===== config.mk =====
export PLATFORM = sky130hd
export DESIGN_NAME = graph_degree_parity_engine
export DESIGN_NICKNAME = d
export VERILOG_FILES = /design/src/design/gdp_pkg.sv /design/src/design/gdp_ram.sv /design/src/design/graph_degree_parity_engine.sv
export SDC_FILE = /design/constraint.sdc
export NUM_CORES = 1
export LEC_CHECK = 0
export BUFFER_PORTS_ARGS = -buffer_cell sky130_fd_sc_hd__buf_2
export CAP_MARGIN = 25
export CORE_MARGIN = 2
export CORE_UTILIZATION = 38
export DETAILED_ROUTE_END_ITERATION = 8
export SYNTH_ARGS = -nofsm -noshare
export SYNTH_HDL_FRONTEND = slang
export SYNTH_SLANG_ARGS = --single-unit

===== constraint.sdc =====
create_clock -name aclk -period 3.9 [get_ports aclk]
set_input_delay 0.78 -clock aclk [delete_from_list [all_inputs] [get_ports aclk]]
set_output_delay 0.78 -clock aclk [all_outputs]
set_load 0.05 [all_outputs]

===== src/design/gdp_pkg.sv =====
// Shared constants for the graph degree parity engine.
package gdp_pkg;

    localparam int MAX_VERTICES_DEF = 16;

    localparam int CMD_W = 2;
    localparam int VTX_W = 4;
    localparam int CNT_W = 5;
    localparam int DEG_W = 5;
    localparam int EC_W  = 2;
    localparam int ST_W  = 2;

    localparam logic [CMD_W-1:0] CMD_INSERT = 2'd0;
    localparam logic [CMD_W-1:0] CMD_REMOVE = 2'd1;
    localparam logic [CMD_W-1:0] CMD_DEGREE = 2'd2;
    localparam logic [CMD_W-1:0] CMD_EULER  = 2'd3;

    localparam logic [ST_W-1:0] STAT_OK     = 2'd0;
    localparam logic [ST_W-1:0] STAT_ABSENT = 2'd1;
    localparam logic [ST_W-1:0] STAT_RANGE  = 2'd2;

    localparam logic [EC_W-1:0] EC_EULERIAN = 2'd0;
    localparam logic [EC_W-1:0] EC_SEMI     = 2'd1;
    localparam logic [EC_W-1:0] EC_NOT      = 2'd2;

    localparam logic [CNT_W-1:0] VCOUNT_RESET = 5'd16;

endpackage


===== src/design/gdp_ram.sv =====
// Generic single-write, single-read synchronous RAM with registered read data.
module gdp_ram #(
    parameter int WIDTH = 16,
    parameter int DEPTH = 16
) (
    input  logic                     aclk,
    input  logic                     we,
    input  logic [$clog2(DEPTH)-1:0] waddr,
    input  logic [WIDTH-1:0]         wdata,
    input  logic [$clog2(DEPTH)-1:0] raddr,
    output logic [WIDTH-1:0]         rdata
);

    logic [WIDTH-1:0] mem [DEPTH];

    always_ff @(posedge aclk) begin
        if (we) begin
            mem[waddr] <= wdata;
        end
        rdata <= mem[raddr];
    end

endmodule


===== src/design/graph_degree_parity_engine.sv =====
// Graph degree parity engine: adjacency matrix in RAM, edge edits, degree and Euler scans.
//
// Use: items enter on the s_ stream (command, vertex_a, vertex_b) and each item
// gives exactly one result item on the m_ stream (degree, euler_class, status).
// Users must write vertex_count via cfg_wen/cfg_wdata only while idle; the block does not check.
// One item is worked on at a time; s_tready is high only while no item is in work.
// Steps per item (the row RAM gives one read per cycle, with registered read data):
//   insert/remove, distinct endpoints: write a / read b, write b,
//   result; self loop: write a, result; absent edge: read a, result;
//   degree query: count row a, result; out-of-range vertex: result only;
//   Euler classification: one row per counted vertex, then result (result only if count is 0).
// The block returns to idle as the result register loads, ready for the next item.
// The result sits in an output register; the next item is accepted while it waits.
// If the receiver stalls with a result still held, a finished item waits in its
// last state until the output register frees up.
// Reset (aresetn low, synchronous) clears the control state, the per-row valid
// bits (so every row reads as empty at once) and sets vertex_count to 16.
module graph_degree_parity_engine #(
    parameter int MAX_VERTICES = gdp_pkg::MAX_VERTICES_DEF
) (
    input  logic                      aclk,
    input  logic                      aresetn,
    input  logic                      cfg_wen,
    input  logic [gdp_pkg::CNT_W-1:0] cfg_wdata,
    input  logic                      s_tvalid,
    output logic                      s_tready,
    // command[1:0], vertex_a[5:2], vertex_b[9:6], zero padding[15:10]
    input  logic [15:0]               s_tdata,
    output logic                      m_tvalid,
    input  logic                      m_tready,
    // degree[4:0], euler_class[6:5], status[8:7], zero padding[15:9]
    output logic [15:0]               m_tdata
);
    import gdp_pkg::*;

    localparam int AW   = $clog2(MAX_VERTICES);
    localparam int IW   = (AW + 1 > CNT_W) ? AW + 1 : CNT_W;
    localparam int MAXC = (MAX_VERTICES > 31) ? 31 : MAX_VERTICES;

    localparam logic [2:0] S_IDLE = 3'd0;
    localparam logic [2:0] S_RDA  = 3'd1;
    localparam logic [2:0] S_RDB  = 3'd2;
    localparam logic [2:0] S_DEG  = 3'd3;
    localparam logic [2:0] S_SCAN = 3'd4;
    localparam logic [2:0] S_DONE = 3'd5;

    function automatic logic [AW-1:0] to_addr(input logic [VTX_W-1:0] v);
        logic [AW+VTX_W-1:0] ext;
        ext = {{AW{1'b0}}, v};
        return ext[AW-1:0];
    endfunction

    logic [2:0]              state_reg, state_next;
    logic [CNT_W-1:0]        vcount_reg;
    logic [CMD_W-1:0]        cmd_reg, cmd_next;
    logic [VTX_W-1:0]        va_reg, va_next, vb_reg, vb_next;
    logic [AW-1:0]           scan_reg, scan_next;
    logic [1:0]              odd_reg, odd_next;
    logic [MAX_VERTICES-1:0] row_valid_reg;
    logic                    rvalid_reg;
    logic [DEG_W-1:0]        res_deg_reg, res_deg_next;
    logic [EC_W-1:0]         res_ec_reg, res_ec_next;
    logic [ST_W-1:0]         res_st_reg, res_st_next;
    logic                    m_tvalid_reg;
    logic [DEG_W-1:0]        out_deg_reg;
    logic [EC_W-1:0]         out_ec_reg;
    logic [ST_W-1:0]         out_st_reg;

    logic [CMD_W-1:0]        in_cmd;
    logic [VTX_W-1:0]        in_a, in_b;
    logic [CNT_W-1:0]        cnt;
    logic [MAX_VERTICES-1:0] col_mask, one, row, row_m, bit_a, bit_b, wdata;
    logic                    accept, out_free, a_ok, b_ok, we, parity;
    logic [AW-1:0]           raddr, waddr;
    logic [MAX_VERTICES-1:0] rdata;
    logic [DEG_W-1:0]        pop;

    assign in_cmd = s_tdata[1:0];
    assign in_a   = s_tdata[5:2];
    assign in_b   = s_tdata[9:6];

    assign cnt = (vcount_reg > CNT_W'(MAXC)) ? CNT_W'(MAXC) : vcount_reg;

    always_comb begin
        for (int i = 0; i < MAX_VERTICES; i++) begin
            col_mask[i] = (IW'(i) < IW'(cnt));
        end
    end

    assign s_tready = (state_reg == S_IDLE);
    assign accept   = s_tvalid && s_tready;
    assign out_free = !m_tvalid_reg || m_tready;
    assign a_ok     = ({1'b0, in_a} < cnt);
    assign b_ok     = ({1'b0, in_b} < cnt);

    // Rows never written since reset read as empty.
    assign row   = rvalid_reg ? rdata : '0;
    assign row_m = row & col_mask;
    assign one   = {{(MAX_VERTICES-1){1'b0}}, 1'b1};
    assign bit_a = one << va_reg;
    assign bit_b = one << vb_reg;

    assign parity = ^row_m;
    always_comb begin
        pop = '0;
        for (int i = 0; i < MAX_VERTICES; i++) begin
            pop = pop + DEG_W'(row_m[i]);
        end
    end

    gdp_ram #(
        .WIDTH(MAX_VERTICES),
        .DEPTH(MAX_VERTICES)
    ) u_rows (
        .aclk (aclk),
        .we   (we),
        .waddr(waddr),
        .wdata(wdata),
        .raddr(raddr),
        .rdata(rdata)
    );

    always_comb begin
        state_next   = state_reg;
        cmd_next     = cmd_reg;
        va_next      = va_reg;
        vb_next      = vb_reg;
        scan_next    = scan_reg;
        odd_next     = odd_reg;
        res_deg_next = res_deg_reg;
        res_ec_next  = res_ec_reg;
        res_st_next  = res_st_reg;
        raddr        = '0;
        waddr        = to_addr(va_reg);
        wdata        = row | bit_b;
        we           = 1'b0;

        case (state_reg)
            S_IDLE: begin
                raddr = to_addr(in_a);
                if (accept) begin
                    cmd_next     = in_cmd;
                    va_next      = in_a;
                    vb_next      = in_b;
                    res_deg_next = '0;
                    res_ec_next  = EC_EULERIAN;
                    res_st_next  = STAT_OK;
                    case (in_cmd)
                        CMD_INSERT, CMD_REMOVE: begin
                            if (a_ok && b_ok) begin
                                state_next = S_RDA;
                            end else begin
                                res_st_next = STAT_RANGE;
                                state_next  = S_DONE;
                            end
                        end
                        CMD_DEGREE: begin
                            if (a_ok) begin
                                state_next = S_DEG;
                            end else begin
                                res_st_next = STAT_RANGE;
                                state_next  = S_DONE;
                            end
                        end
                        default: begin
                            raddr     = '0;
                            scan_next = '0;
                            odd_next  = '0;
                            state_next = (cnt == '0) ? S_DONE : S_SCAN;
                        end
                    endcase
                end
            end
            S_RDA: begin
                raddr = to_addr(vb_reg);
                waddr = to_addr(va_reg);
                if (cmd_reg == CMD_INSERT) begin
                    wdata = row | bit_b;
                    we    = 1'b1;
                    state_next = (va_reg == vb_reg) ? S_DONE : S_RDB;
                end else if ((row & bit_b) == '0) begin
                    res_st_next = STAT_ABSENT;
                    state_next  = S_DONE;
                end else begin
                    wdata = row & ~bit_b;
                    we    = 1'b1;
                    state_next = (va_reg == vb_reg) ? S_DONE : S_RDB;
                end
            end
            S_RDB: begin
                waddr = to_addr(vb_reg);
                wdata = (cmd_reg == CMD_INSERT) ? (row | bit_a) : (row & ~bit_a);
                we    = 1'b1;
                state_next = S_DONE;
            end
            S_DEG: begin
                res_deg_next = pop;
                state_next   = S_DONE;
            end
            S_SCAN: begin
                // odd count saturates at 3: only zero, two and other matter
                if (parity && odd_reg != 2'd3) begin
                    odd_next = odd_reg + 2'd1;
                end
                if (IW'(scan_reg) + IW'(1) == IW'(cnt)) begin
                    if (odd_next == 2'd0) begin
                        res_ec_next = EC_EULERIAN;
                    end else if (odd_next == 2'd2) begin
                        res_ec_next = EC_SEMI;
                    end else begin
                        res_ec_next = EC_NOT;
                    end
                    state_next = S_DONE;
                end else begin
                    scan_next = scan_reg + AW'(1);
                    raddr     = scan_reg + AW'(1);
                end
            end
            S_DONE: begin
                if (out_free) begin
                    state_next = S_IDLE;
                end
            end
            default: begin
                state_next = S_IDLE;
            end
        endcase
    end

    always_ff @(posedge aclk) begin
        if (!aresetn) begin
            state_reg     <= S_IDLE;
            vcount_reg    <= VCOUNT_RESET;
            row_valid_reg <= '0;
            m_tvalid_reg  <= 1'b0;
        end else begin
            state_reg <= state_next;
            if (cfg_wen) begin
                vcount_reg <= cfg_wdata;
            end
            if (we) begin
                row_valid_reg[waddr] <= 1'b1;
            end
            if (state_reg == S_DONE && out_free) begin
                m_tvalid_reg <= 1'b1;
            end else if (m_tready) begin
                m_tvalid_reg <= 1'b0;
            end
        end
    end

    always_ff @(posedge aclk) begin
        cmd_reg     <= cmd_next;
        va_reg      <= va_next;
        vb_reg      <= vb_next;
        scan_reg    <= scan_next;
        odd_reg     <= odd_next;
        res_deg_reg <= res_deg_next;
        res_ec_reg  <= res_ec_next;
        res_st_reg  <= res_st_next;
        rvalid_reg  <= row_valid_reg[raddr];
        if (state_reg == S_DONE && out_free) begin
            out_deg_reg <= res_deg_reg;
            out_ec_reg  <= res_ec_reg;
            out_st_reg  <= res_st_reg;
        end
    end

    assign m_tvalid = m_tvalid_reg;
    assign m_tdata  = {7'd0, out_st_reg, out_ec_reg, out_deg_reg};

endmodule


==> out/metrics.yaml, run 1 <==
timing:
  timing.fmax_mhz: 259
  rsz0062_at_grt: "true"
  worstMarginPinSlew_ns: 1.03
  max_slew_margin: 0.309
  finalHoldViolCount: 0
  finalMaxSlewViolations: 0
  setup_violations: 0
  final.min_clock_period_ns: 3.87
  fin_crit_sh: 0.991
  setup_slack_ns: 0.0334
  finClkSkew_ns: 0.0192
worst_hold_path:
  worstHoldPathCells: 0
  hp-class: "flop to flop"
logic_synthesis:
  synth_top_cell_by_area: "edfxtp_1"
  synth_top_area_share: 0.569
  synth_most_common_cell: "edfxtp_1"
  syn_area_per_cell_um2: 12.0
  synth_async_sr_flop_share: 0
  synth_area_um2: 15300
  synth_common_cells: "edfxtp_1 (290), nand2_1 (136), o21ai_0 (99), nand3_1 (85), clkbuf_1 (66)"
  netlist_instances: 1279
  ys_types: 81
  ys_top_cells_by_area: "edfxtp_1 (57%), dfxtp_1 (5.5%), nand2_1 (3.3%)"
  ys_ff_latch: 332
  yosysSeqAreaShare: 0.624
  yosys_warnings: 0
  synth_edf_count: 290
  synth-main-ff-cell: "edfxtp_1"
floorplan:
  start_util: 0.385
  core_um2: 39700
  ios: 44
  die_h_um: 205
  die_area_um2: 41900
  rows: 73
  die_w_um: 205
global_routing:
  gr-usage-met2: 0.315
  gr-total-overflow: 0
  met3_usage: 0.0299
  gr-usage-all-layers: 0.204
  grt_max_degree: 85
  busiest_layer: "met2"
  grt_pass1_vias: 10500
  grt_pass1_wl_um: 64600
  antenna_found_initial: 0
  use_met1: 0.293
cells_and_area:
  stdcell_count: 1914
  largest_reg_flops: 256
  antenna_cells: 0
  fin_util: 0.450
  final_layout_size_suffix_gt1_frac: 0.183
  finalInstanceArea_um2: 17900
  fill_cells: 3627
  nNetsFinal: 1412
  area_growth_pct: 16.8
setup_path:
  crit_top_cell: "fa_1"
  worst-path-stages: 13
  critPathKind: "flop to flop"
  cp_max_fo: 6
  path_cells: "nor3_4, a21oi_2, fa_1, fa_2, fa_1, inv_1, fa_1, inv_1, ha_2, inv_2, fa_2, nor2b_4, nor3_2"
  cp_top_family: "adder cells"
  cp-end-kind: "flop"
  crit_buf_inv: 3
  r2r_cells: 13
  arrival_ns: 4.14
  required_ns: 4.17
  slowest_stage: "fa_1"
  critPathLaunchType: "flop"
  slowest_delay_ns: 0.56
routing:
  antenna_left: 0
  vias: 11100
  wirelength_um: 42700
  drt-pass1-iter-count: 6
  drc_errors: 0
  wire_per_inst_um: 22.3
  drt_iter0_drc: 975
  vias_per_cell: 5.78
place:
  placed_cells: 1843
  dp_hpwl_um: 26700
  place_area_um2: 16600
  io_buffers: 30
  place_ws_ns: -0.150
  gp_congestion: 0.938
cts:
  clkSinkCount: 332
  clockBufferDepth: 3
  cts_buffers: 37
  clk_pin_slew_ns: 0.06
  clock_latency_ns: 0.55
  h-tree-depth: 2
  cts_root_buffer: "clkbuf_16"
  cts_tree: "yes"
job:
  cap_violations: 0
pwr:
  peakVddDrop_mv: 0.412
  power_density_nw_per_um2: 664
  power.static_leakage_nw: 6.26
run_status:
  status: "finished, final reports clean"
## cells by family (layout without fill, tap and decap cells)
group / Yosys count / in the layout / synth area share
AOI/OAI and AO/OA: 376 / 376 / 0.170
xor gates and xnor gates: 19 / 19 / 0.0146
adders and majority gates: 24 / 24 / 0.0245
buffers and inverters: 130 / 234 / 0.0366
DFF: 332 / 332 / 0.624
muxes: 10 / 10 / 0.00671
other: 1 / 7 / 0.000245
and+or+nand+nor: 387 / 387 / 0.123
## metrics by stage
stage	power [W]	TNS, ns	hold slack [ns]
detailed placement	0.00853	-0.399	0.408
CTS	0.0119	-0.0581	0.422
global placement	0.00849	-0.209	0.405
floorplan	0.00699	0	0.400
finish	0.0119	0	0.420
global route	0.0124	-0.258	0.431
## layer usage
| layer | vias up | wire (um) |
|---|---|---|
| li1 | 5067 | - |
| met1 | 5412 | 18500 |
| met2 | 495 | 19400 |
| met3 | 80 | 3370 |
| met4 | 0 | 1420 |
| met5 | - | 0 |
## cells in the final DEF, fill, tap and decap left out, types with 5 or more instances in the layout
master,n
edfxtp_1,290
nand2_1,136
buf_4,105
o21ai_0,96
nand3_1,84
nor2_1,58
a21oi_1,57
clkbuf_16,38
dfxtp_1,37
and3_1,34
a31oi_1,31
buf_2,30
a21o_1,28
a311oi_1,23
inv_1,20
a32oi_1,20
o211ai_1,20
a211oi_1,19
o311ai_1,18
a311o_1,16
ha_1,13
nor2b_1,12
nor3_1,12
nand2b_1,10
xor2_1,9
clkinv_2,9
mux2i_1,8
fa_1,8
buf_12,8
a21oi_2,7
conb_1,7
clkbuf_1,7
nor2_2,6
clkinv_1,5
xnor2_1,5
## worst reg2reg max path, cell delays in order (launching register included)
cell and delay, ns:
dfxtp_4 0.37, nor3_4 0.31, a21oi_2 0.12, fa_1 0.56, fa_2 0.45, fa_1 0.48, inv_1 0.05, fa_1 0.43
inv_1 0.07, ha_2 0.18, inv_2 0.04, fa_2 0.37, nor2b_4 0.14, nor3_2 0.05
## timing repair
item,4_1_cts,5_1_grt
pin swaps,7,13
endpoints found under the setup margin,4,4
hold buffers,0,0
gates resized for setup,10,10
buffers inserted,2,3
gates cloned,0,0
## report_power, final
group	switching (W)	total, W	internal, W
clock network	0.00143	0.00332	0.00189
registers	0.000190	0.00454	0.00435
logic	0.00251	0.00400	0.00149
total	0.00413	0.0119	0.00773
## final cells by class
cell class | instances | area [um2] | area share
inverters | 23 | 86.3 | 0.00483
clock buffers | 46 | 991 | 0.0555
clock inverters | 20 | 158 | 0.00882
flip-flops and latches | 332 | 9560 | 0.535
multi-input cells | 823 | 5290 | 0.296
well taps | 525 | 657 | 0.0368
repair buffers | 145 | 1120 | 0.0630
## path summary, 6_finish.rpt
path         slack, ns             end           from
max               0.03  res_deg_reg[2]  vcount_reg[3]
min               0.42   out_st_reg[1]  res_st_reg[1]
max reg2reg       0.03  res_deg_reg[2]  vcount_reg[3]
min reg2reg       0.42   out_st_reg[1]  res_st_reg[1]
Note: power is estimated with default switching activity, not from simulation.
==> run 2: changes to the inputs <==
--- a/config.mk
+++ b/config.mk
@@ -10,6 +10,7 @@
 export CORE_MARGIN = 2
 export CORE_UTILIZATION = 38
 export DETAILED_ROUTE_END_ITERATION = 8
+export GPL_TIMING_DRIVEN = 0
 export SYNTH_ARGS = -nofsm -noshare
 export SYNTH_HDL_FRONTEND = slang
 export SYNTH_SLANG_ARGS = --single-unit
==> out/metrics.yaml, run 2 (synthesis results as in run 1) <==
run_status:
  status: "finished, violations left"
  violations: "setup timing"
global_routing:
  gr-total-overflow: 0  # unchanged
  antenna_found_initial: 1  # +1
  grt_max_degree: 17  # -80%
  gr-usage-all-layers: 0.220  # +0.0160
  grt_pass1_vias: 10800  # +3.1%
  grt_pass1_wl_um: 68600  # +6.2%
cts:
  clkSinkCount: 332  # unchanged
  clockBufferDepth: 3  # unchanged
  cts_tree: "yes"
  cts_root_buffer: "clkbuf_16"
  h-tree-depth: 2  # unchanged
  clk_pin_slew_ns: 0.06  # about the same
  holdBufCountCts: 0  # unchanged
  clock_latency_ns: 0.55  # about the same
  cts_buffers: 38  # +2.7%
setup_path:
  reg2reg_from: "vcount_reg[4]"
  startpoint: "vcount_reg[4]"
  arrival_ns: 4.23  # +0.09 ns
  critPathKind: "flop to flop"
  crit_buf_inv: 4  # +1
  critPathLaunchType: "flop"
  crit_top_cell: "fa_1"
  required_ns: 4.16  # about the same
  slowest_delay_ns: 0.56  # about the same
  cp_max_fo: 4  # -2
  slowest_stage: "fa_1"
  cp_top_family: "adder cells"
  path_cells: "buf_8, nor3_4, buf_12, a21oi_4, fa_1, fa_1, fa_1, inv_1, fa_2, inv_2, ha_4, a21o_1, a21oi_2, xor2_1, nor2_1"
  cp-end-kind: "flop"
cells_and_area:
  finalInstanceArea_um2: 18000  # +0.93%
  final_layout_size_suffix_gt1_frac: 0.169  # -0.0135
  stdcell_count: 1948  # +1.8%
  largest_reg_flops: 256  # unchanged
  antenna_cells: 0  # unchanged
  nNetsFinal: 1443  # +2.2%
  area_growth_pct: 17.9
  fill_cells: 3589  # -1.0%
  final_common_cell: "edfxtp_1"
  final_cell_mix: "edfxtp_1 (290), nand2_1 (133), o21ai_0 (96), nand3_1 (85), clkbuf_1 (73)"
timing:
  setup_violations: 4  # +4
  timing.fmax_mhz: 252  # -2.4%
  final.min_clock_period_ns: 3.96  # +0.0957 ns
  rsz0062_at_grt: "true"
  hold_slack_ns: 0.415  # -0.00503 ns
  max_slew_margin: 0.118  # -0.191
  setup_slack_ns: -0.0624  # -0.0957 ns
  worstMarginPinSlew_ns: 1.32  # +0.282 ns
  finClkSkew_ns: 0.0298  # +0.0106 ns
  finalHoldViolCount: 0  # unchanged
  fin_crit_sh: 1.02  # +0.0245
  finalMaxSlewViolations: 0  # unchanged
pwr:
  p_int_w: 0.00775  # +0.36%
  p_comb_frac: 0.349  # +0.012
  swShare: 0.363  # +0.0142
  power.total_w: 0.0122  # +2.6%
  peakVddDrop_mv: 0.339  # -18%
  power_density_nw_per_um2: 675  # +1.7%
  p_sw_w: 0.00441  # +6.8%
  seq_power_share: 0.371  # -0.012
  power.static_leakage_nw: 6.19  # -1.1%
  power.share.clock: 0.280  # about the same
floorplan:
  start_util: 0.385  # unchanged
  rows: 73  # unchanged
  die_h_um: 205  # unchanged
  die_w_um: 205  # unchanged
  ios: 44  # unchanged
  die_area_um2: 41900  # unchanged
  core_um2: 39700  # unchanged
place:
  io_buffers: 29  # -3.3%
  placed_cells: 1861  # +0.98%
  gp_congestion: 0.935  # -0.31%
  dp_hpwl_um: 32400  # +21%
  place_area_um2: 16500  # -0.77%
routing:
  wirelength_um: 46500  # +8.9%
  antenna_left: 0  # unchanged
  vias_per_cell: 5.86  # +1.5%
  wl_met2_um: 21800  # +12%
  drt-pass1-iter-count: 7  # +1
  drt_iter0_drc: 1160  # +19%
  wl_met3_um: 3420  # +1.3%
  wl_met1_um: 19900  # +7.5%
  wire_per_inst_um: 23.9  # +7.0%
  vias: 11400  # +3.3%
  top_layer: "met4"
  drc_errors: 0  # unchanged
job:
  cap_violations: 0  # unchanged
worst_hold_path:
  hp-start: "res_deg_reg[1]"
  hp-class: "flop to flop"
run 2: changes by cell type in the layout (fill, tap and decap cells not counted), sizes merged:
| cell | previous run | this run |
|---|---|---|
| buf | 145 | 110 |
| clkbuf | 46 | 121 |
| clkinv | 15 | 10 |
| clkinvlp | 3 | 0 |
| inv | 24 | 26 |
run 2: layer usage:
layer | vias up | GRT usage
met5 | - | 0
met4 | 0 | 0.0712
met3 | 78 | 0.0310
met2 | 491 | 0.354
met1 | 5731 | 0.307
li1 | 5123 | -
run 2: power groups by stage:
stage	Combinational, W	Clock [W]	Sequential (W)
global route	0.00458	0.00358	0.00453
detailed placement	0.00402	0	0.00458
floorplan	0.00247	0	0.00452
CTS	0.00416	0.00344	0.00451
global placement	0.00380	0	0.00460
finish	0.00425	0.00340	0.00451
run 2: worst paths after layout:
path                          to  cells past startpoint  slack (ns)
hold reg to reg   out_deg_reg[1]                      0        0.41
hold / removal    out_deg_reg[1]                      0        0.41
setup reg to reg  res_deg_reg[3]                     15       -0.06
setup / recovery  res_deg_reg[3]                     15       -0.06
run 2: what timing repair did:
item / in CTS / in global routing
setup endpoints to repair: 31 / 243
cloned: 0 / 0
resized for setup: 32 / 28
buffers inserted: 11 / 6
pin swaps: 12 / 7
run 2: worst reg2reg max path, delay by kind of cell, from the launching register on:
family	cells	cell delay, ns
AOI/OAI and AO/OA	3	0.37
xor gates and xnor gates	1	0.15
adders and majority gates	5	2.18
buffers and inverters	4	0.37
DFF	1	0.37
and+or+nand+nor	2	0.26
run 2: final cells by class:
class / instances / area [um2] / area share
flip-flops and latches: 332 / 9560 / 0.530
multi-input cells: 823 / 5450 / 0.302
clock buffers: 56 / 1070 / 0.0595
well taps: 525 / 657 / 0.0364
repair buffers: 68 / 563 / 0.0312
plain buffers: 107 / 529 / 0.0294
clock inverters: 14 / 113 / 0.00624
inverters: 23 / 88.8 / 0.00493
run 2: metrics by stage:
step	setup slack [ns]	TNS [ns]	util
floorplan	0.000121	0	-
global placement	-1.65	-170.28	0.407
detailed placement	-0.474	-1.89	0.415
CTS	-0.0662	-0.113	0.450
global route	-0.151	-0.573	0.454
finish	-0.0624	-0.181	0.454
==> run 3: changes to the inputs <==
--- a/config.mk
+++ b/config.mk
@@ -7,10 +7,12 @@
 export LEC_CHECK = 0
 export BUFFER_PORTS_ARGS = -buffer_cell sky130_fd_sc_hd__buf_2
 export CAP_MARGIN = 25
+export CELL_PAD_IN_SITES_DETAIL_PLACEMENT = 1
+export CELL_PAD_IN_SITES_GLOBAL_PLACEMENT = 2
 export CORE_MARGIN = 2
 export CORE_UTILIZATION = 38
 export DETAILED_ROUTE_END_ITERATION = 8
-export GPL_TIMING_DRIVEN = 0
+export PLACE_DENSITY_LB_ADDON = 0.1
 export SYNTH_ARGS = -nofsm -noshare
 export SYNTH_HDL_FRONTEND = slang
 export SYNTH_SLANG_ARGS = --single-unit
==> out/metrics.yaml, run 3 (synthesis results as in run 1) <==
run_status:
  status: "finished, final reports clean"
cts:
  clockBufferDepth: 3  # unchanged
  h-tree-depth: 2  # unchanged
  clk_pin_slew_ns: 0.06  # about the same
  holdBufCountCts: 0  # unchanged
  cts_buffers: 39  # +2.6%
  clock_latency_ns: 0.56  # about the same
  cts_tree: "yes"
  clkSinkCount: 332  # unchanged
  cts_root_buffer: "clkbuf_16"
pwr:
  p_comb_frac: 0.338  # -0.011
  power.share.clock: 0.294  # +0.014
  swShare: 0.350  # -0.0122
  power_density_nw_per_um2: 685  # +1.6%
  p_sw_w: 0.00431  # -2.3%
  seq_power_share: 0.368  # -0.003
  p_int_w: 0.00799  # +3.0%
  power.static_leakage_nw: 6.29  # +1.5%
  peakVddDrop_mv: 0.366  # +8.0%
floorplan:
  die_area_um2: 41900  # unchanged
  die_w_um: 205  # unchanged
  die_h_um: 205  # unchanged
  ios: 44  # unchanged
  core_um2: 39700  # unchanged
  start_util: 0.385  # unchanged
  rows: 73  # unchanged
timing:
  finClkSkew_ns: 0.0219  # -0.00789 ns
  setup_violations: 0  # -4
  hold_slack_ns: 0.420  # +0.00546 ns
  final.min_clock_period_ns: 3.87  # -0.0876 ns
  worstMarginPinSlew_ns: 0.950  # -0.367 ns
  timing.fmax_mhz: 258  # +2.3%
  finalHoldViolCount: 0  # unchanged
  finalMaxSlewViolations: 0  # unchanged
  fin_crit_sh: 0.994  # -0.0225
  max_slew_margin: 0.365  # +0.247
  rsz0062_at_grt: "true"
setup_path:
  cp_top_family: "adder cells"
  cp_max_fo: 6  # +2
  crit_top_cell: "fa_1"
  arrival_ns: 4.17  # -0.06 ns
  path_cells: "nor3_4, a21oi_2, fa_1, fa_1, inv_1, fa_1, fa_1, inv_1, ha_1, a21o_1, a21oi_2, xor2_1, nor2_1"
  critPathLaunchType: "flop"
  critPathKind: "flop to flop"
  slowest_stage: "fa_1"
  required_ns: 4.19  # +0.03 ns
  cp-end-kind: "flop"
  slowest_delay_ns: 0.55  # about the same
  crit_buf_inv: 2  # -2
routing:
  drc_errors: 0  # unchanged
  wirelength_um: 48800  # +5.0%
  antenna_left: 0  # unchanged
  vias: 11100  # -3.2%
  drt-pass1-iter-count: 5  # -2
  wire_per_inst_um: 25.6  # +7.0%
  vias_per_cell: 5.79  # -1.3%
  drt_iter0_drc: 862  # -26%
global_routing:
  antenna_found_initial: 2  # +1
  grt_pass1_vias: 11200  # +4.2%
  grt_pass1_wl_um: 73300  # +6.8%
  gr-total-overflow: 0  # unchanged
  grt_max_degree: 86  # +69
  gr-usage-all-layers: 0.236  # +0.0163
cells_and_area:
  final_common_cell: "edfxtp_1"
  largest_reg_flops: 256  # unchanged
  final_layout_size_suffix_gt1_frac: 0.185  # +0.0155
  fill_cells: 4185  # +17%
  final_cell_mix: "edfxtp_1 (290), nand2_1 (136), o21ai_0 (96), buf_4 (95), nand3_1 (84)"
  area_growth_pct: 17.4
  antenna_cells: 0  # unchanged
  nNetsFinal: 1405  # -2.6%
  stdcell_count: 1910  # -2.0%
place:
  gp_congestion: 0.838  # -10%
  dp_hpwl_um: 30400  # -6.0%
  placed_cells: 1833  # -1.5%
  io_buffers: 30  # +3.4%
worst_hold_path:
  hp-class: "flop to flop"
job:
  cap_violations: 0  # unchanged
## run 3: changes by cell type in the layout (fill, tap and decap cells not counted), sizes merged
cell    previous run  this run
bufinv             1         3
clkbuf           121        57
buf              110       135
inv               26        23
clkinv            10        12
## run 3: path summary, 6_finish.rpt
path,startpoint,end,slack (ns),cells past startpoint
setup reg to reg,vcount_reg[3],res_deg_reg[3],0.03,13
hold reg to reg,res_st_reg[1],out_st_reg[1],0.42,0
setup / recovery,vcount_reg[3],res_deg_reg[3],0.03,13
hold / removal,res_st_reg[1],out_st_reg[1],0.42,0
## run 3: area by class of cell
cell class | count | area [um2] | share of cell area
Sequential cell | 332 | 9560 | 0.533
Clock inverter | 15 | 175 | 0.00976
Inverter | 23 | 86.3 | 0.00481
Tap cell | 525 | 657 | 0.0366
Multi-Input combinational cell | 823 | 5320 | 0.296
Clock buffer | 56 | 1090 | 0.0607
Timing Repair Buffer | 136 | 1060 | 0.0592
## run 3: stage by stage
step	area [um2]	utilization	worst slack, ns	power (W)	setup TNS, ns
detailed placement	16600	0.417	-0.137	0.00871	-0.338
global route	18000	0.452	-0.113	0.0129	-0.392
finish	18000	0.452	0.0252	0.0123	0
global placement	16600	0.417	-0.0439	0.00866	-0.104
CTS	17900	0.451	0.00205	0.0124	0
floorplan	15400	-	0.000121	0.00699	0
## run 3: power by group through the flow
stage	Clock [W]	Sequential, W	Combinational [W]
global placement	0	0.00459	0.00407
CTS	0.00370	0.00453	0.00418
detailed placement	0	0.00460	0.00411
global route	0.00384	0.00455	0.00455
finish	0.00361	0.00453	0.00416
floorplan	0	0.00452	0.00247
## run 3: layer usage
metal	GRT usage	wire length, um
met5	0	12
met4	0.0647	1070
met3	0.0361	2250
met2	0.390	23600
met1	0.324	21900
## run 3: what timing repair did
action | 4_1_cts | 5_1_grt
resized for setup | 10 | 9
pin swaps | 7 | 4
setup endpoints to repair | 4 | 4
buffers inserted | 5 | 1
## run 3: worst reg2reg max path: cells and delay by family (launching register included)
kind,cells,cell delay (ns)
fa+ha+maj,5,2.12
compound gates,3,0.45
flops,1,0.37
xor+xnor,1,0.17
buf+inv,2,0.13
simple gates,2,0.39
